**src/hdl/tmaw_pkg.sv**
```systemverilog
// ----------------------------------------------------------------------------
// tmaw_pkg
// Shared widths, reset constant and status type of the moving average block.
// ----------------------------------------------------------------------------
package tmaw_pkg;

   localparam int DATA_W = 32;
   localparam int DAYS_W = 4;

   localparam logic [DAYS_W-1:0] DAYS_RESET = 4'd7;

   typedef struct packed {
      logic busy;
      logic done;
   } div_status_type;

endpackage

```
**src/hdl/tmaw_divider.sv**
```systemverilog
// ----------------------------------------------------------------------------
// tmaw_divider
// Bit-serial restoring divider: one quotient bit per cycle, result held.
// ----------------------------------------------------------------------------
module tmaw_divider #(
   parameter int SUM_W   = 42,
   parameter int COUNT_W = 11
) (
   input  logic                        clock,
   input  logic                        reset,
   input  logic                        start,
   input  logic [SUM_W-1:0]            dividend,
   input  logic [COUNT_W-1:0]          divisor,
   output logic [tmaw_pkg::DATA_W-1:0] quotient,
   output tmaw_pkg::div_status_type    status
);

   localparam int ITER_W = $clog2(SUM_W + 1);

   logic [SUM_W-1:0]   shift_ff, shift_in;
   logic [COUNT_W-1:0] rem_ff, rem_in;
   logic [COUNT_W-1:0] divisor_ff;
   logic [ITER_W-1:0]  iter_ff;
   logic               busy_ff, done_ff;
   logic [COUNT_W:0]   trial;
   logic [COUNT_W:0]   diff;

   always_comb begin
      trial = {rem_ff, shift_ff[SUM_W-1]};
      diff  = trial - {1'b0, divisor_ff};
      if (!diff[COUNT_W]) begin
         rem_in   = diff[COUNT_W-1:0];
         shift_in = {shift_ff[SUM_W-2:0], 1'b1};
      end else begin
         rem_in   = trial[COUNT_W-1:0];
         shift_in = {shift_ff[SUM_W-2:0], 1'b0};
      end
   end

   always_ff @(posedge clock) begin
      if (reset) begin
         busy_ff <= 1'b0;
         done_ff <= 1'b0;
         iter_ff <= '0;
      end else if (start) begin
         busy_ff <= 1'b1;
         done_ff <= 1'b0;
         iter_ff <= ITER_W'(SUM_W);
      end else if (busy_ff) begin
         iter_ff <= iter_ff - 1'b1;
         if (iter_ff == ITER_W'(1)) begin
            busy_ff <= 1'b0;
            done_ff <= 1'b1;
         end
      end
   end

   always_ff @(posedge clock) begin
      if (start) begin
         shift_ff   <= dividend;
         rem_ff     <= '0;
         divisor_ff <= divisor;
      end else if (busy_ff) begin
         shift_ff <= shift_in;
         rem_ff   <= rem_in;
      end
   end

   assign quotient    = shift_ff[tmaw_pkg::DATA_W-1:0];
   assign status.busy = busy_ff;
   assign status.done = done_ff;

endmodule

```
**config.mk**
```make
export PLATFORM = sky130hd
export DESIGN_NAME = tmaw_divider
export DESIGN_NICKNAME = d
export VERILOG_FILES = /design/src/hdl/tmaw_pkg.sv /design/src/hdl/tmaw_divider.sv
export SDC_FILE = /design/constraint.sdc
export NUM_CORES = 1
export LEC_CHECK = 0
export BUFFER_PORTS_ARGS = -buffer_cell sky130_fd_sc_hd__buf_4
export CAP_MARGIN = 20
export CELL_PAD_IN_SITES_DETAIL_PLACEMENT = 1
export CELL_PAD_IN_SITES_GLOBAL_PLACEMENT = 1
export CORE_UTILIZATION = 46
export CTS_CLUSTER_SIZE = 16
export DETAILED_ROUTE_END_ITERATION = 8
export PLACE_DENSITY_LB_ADDON = 0.1
export SETUP_SLACK_MARGIN = 0.1
export SLEW_MARGIN = 30
export SYNTH_ARGS = -nofsm -noshare
export SYNTH_HDL_FRONTEND = slang
export SYNTH_SLANG_ARGS = --single-unit
```
**constraint.sdc**
```tcl
create_clock -name clock -period 7.4 [get_ports clock]
set_input_delay 1.48 -clock clock [delete_from_list [all_inputs] [get_ports clock]]
set_output_delay 1.48 -clock clock [all_outputs]
set_load 0.005 [all_outputs]
```
==> impl_results.md <==
- Run status: finished clean
- Leakage: 1.839 nW
- Global-route wire length before repair: 12,900 µm
- Number of global-route vias before repair: 2,677
- Post-CTS sizing: 0
- Wire per inst: 17.02 µm
- Core footprint: 8175 µm²
- Slowest stage cell, crit path: a2111oi_1
- Req. time, crit path: 7.63 ns
- Filler cells: 870
- Die height: 93.50 µm
- Share of the synthesized area in the top cell type: 41.33%
- Synthesized area: 3851 µm²
- Post-synth cell types: 49
- Number of flops mapped to enable cells by yosys: 53
- Max VDD drop: 0.09243 mV
- Fin crit share: 38.14%
- Min cycle time layout: 2.822 ns
- Most common cell after layout, fill and taps aside: buf_4
- Area growth syn-to-layout: 17.80%
- Max clock buf depth: 2
- Top Ports: 90
- Placed insts: 469
- Final GP Congestion: 0.7480
- Max-cap violations: 0
- Setup WS post-layout: 4.578 ns
- RSZ-0062 raised after global routing: no
- Synth Instances: 320
- Root Buffer: clkbuf_8
- Arr. time, crit path: 3.05 ns
- Antenna diode count: 0
- Die width: 93.50 µm
- Routed wire length: 8256 µm
- Power Dens Cells: 228.0 nW/µm²
- Clk sink count: 72
- # DRC: 0
- Via count: 2,538
- Min-delay worst type: flip-flop to flip-flop
- Yosys top cell by area: edfxtp_1
- Worst path cell trace: inv_1 > ha_1 > inv_1 > fa_1 > a21o_1 > a2111oi_1 > a21oi_1 > a31oi_1 > xor2_1 > o31ai_1
- Gr usage total: 19.55%
- Clock Latency Late Sink: 0.35 ns
- Storage element area: 1972 µm²
- Drt initial violations: 144
- Top_reg_cell synth: edfxtp_1
- Initial cell density of the core: 47.11%
- CP max stage delay: 0.60 ns
- Worst path bufs/invs: 2
- Port buffer count: 89
- Final #Nets: 445
- Worst slew pin tran: 0.6737 ns
- Mean Syn Cell Area: 12.03 µm²
- Congestion Overflow GR: 0
- Achievable Freq: 0.3543 GHz
- Sequential share of the synthesized area: 51.20%
- Hold Path Stages: 2
- TritonCTS Buffers: 9
- Fin. max-slew vios: 0
- Dpl ws: 4.296 ns
- Worst Setup End Kind: flip-flop
- Setup TNS: 0 ns
- Initial antenna violation count: 0
- Worst-case reg-to-reg path depth: 10
- #FFs+latches synth: 72
- Area occupied by multi-input gates: 1498 µm²
- Slew headroom: 54.94%
- Post CTS Setup Buffer Count: 0
- Clock slew at reported path FFs: 0.08 ns
- DRT antenna net count: 0
- Count of hold buffers inserted by post-cts repair: 0
- Die ar.: 8742 µm²
- Final cell count without fillers: 485
- Fraction of layout cells with a size suffix above 1: 42.63%
- Synth area leaders: edfxtp_1 (41%), mux2_2 (12%), dfxtp_1 (9.9%)
- Largest net degree at the start of global routing: 53
- CTS tree: done
- Setup violations, final: 0
- Drt via density: 5.233
- Clk_skew: 0.01467 ns
- Syn nets: 390
- Most frequent cells in the layout: buf_4 (91), edfxtp_1 (53), mux2_2 (41), nor2_1 (21), dfxtp_1 (19)
- Post-synth ARST share: 0%
- Fin. Hold Viols: 0
- Worst Setup Start Kind: flip-flop
- Core Rows: 33
- Delay-heaviest family, CP: compound AO/OA/AOI/OAI gates
- First-pass detailed-route iteration total: 4
- Detailed Place HPWL: 5648 µm
- WS Path Type: flip-flop to flip-flop
- CP most frequent cell: inv_1
- H-tree depth: 3
- Yosys warns: 0
- CP Max Fanout: 2
- Worst path depth: 10
==> tightest hold or removal path: cells and delay by family, from the launching register on <==
| family | cells | cell delay (ns) |
|---|---|---|
| DFF | 1 | 0.33 |
| and+or+nand+nor | 1 | 0.09 |
| AOI/OAI and AO/OA | 1 | 0.05 |
==> synthesized netlist by cell type (6+ instances only) <==
library cell / count
a21oi_1: 8
a311oi_1: 9
buf_4: 35
clkbuf_1: 8
dfxtp_1: 19
edfxtp_1: 53
ha_1: 13
inv_1: 16
mux2_2: 41
nand2_1: 8
nand3_1: 9
nor2_1: 21
nor3_1: 6
o21ai_0: 7
xnor2_1: 9
==> worst paths after layout <==
path / slack, ns / endpoint / from
min: 0.51 / rem_ff[6]$_SDFFE_PP0P_ / rem_ff[6]$_SDFFE_PP0P_
max: 4.58 / rem_ff[10]$_SDFFE_PP0P_ / shift_ff[41]$_DFFE_PP_
min reg2reg: 0.51 / rem_ff[6]$_SDFFE_PP0P_ / rem_ff[6]$_SDFFE_PP0P_
max reg2reg: 4.58 / rem_ff[10]$_SDFFE_PP0P_ / shift_ff[41]$_DFFE_PP_
==> final cells by class <==
| class | instances | share of cell area (%) |
|---|---|---|
| clock buffer | 13 | 3.751 |
| clock inverter | 3 | 0.4964 |
| inverter | 16 | 1.324 |
| multi-input combinational | 185 | 33.01 |
| sequential | 72 | 43.46 |
| tap | 105 | 2.896 |
| timing repair buffer | 91 | 15.06 |
==> routing by layer <==
metal | GRT usage, % | share of wire, % | vias up
met5 | 0 | 0 | -
met4 | 5.769 | 1.4 | 0
met3 | 5.285 | 4.3 | 8
met2 | 34.38 | 51 | 64
met1 | 23.26 | 43 | 1220
li1 | - | - | 1246
==> through the flow <==
stage,util (%),total power [W],hold slack [ns],instance area (µm²)
after floorplan,-,0.0006726,0.4774,3851
after global placement,53.11,0.0007299,0.4979,4342
after detailed placement,53.11,0.0007381,0.5040,4342
after CTS,55.46,0.001047,0.5124,4534
after global routing,55.49,0.001084,0.5368,4537
final,55.49,0.001034,0.5071,4537
==> registers in the layout (all words and copies together), names as in the netlist <==
name / count
divisor_ff: 11
busy_ff: 1
iter_ff: 6
rem_ff: 11
shift_ff: 42
done_ff: 1
==> report_power, final <==
| group | switching (W) | total [W] | internal [W] |
|---|---|---|---|
| Combinational | 0.000112 | 0.000227 | 0.000115 |
| Clock | 0.000152 | 0.000305 | 0.000153 |
| Sequential | 0.0000227 | 0.000503 | 0.000480 |
| Total | 0.000286 | 0.00103 | 0.000748 |
==> cell families after synthesis <==
group                    synth area share [%]
AO/OA/AOI/OAI                           10.17
XOR/XNOR                                2.729
adder cells (fa/ha/maj)                 4.743
buffers and inverters                   9.974
flip-flops                              51.20
multiplexers                            12.38
AND/OR/NAND/NOR                         8.805
Note: power is estimated with default switching activity, not from simulation.
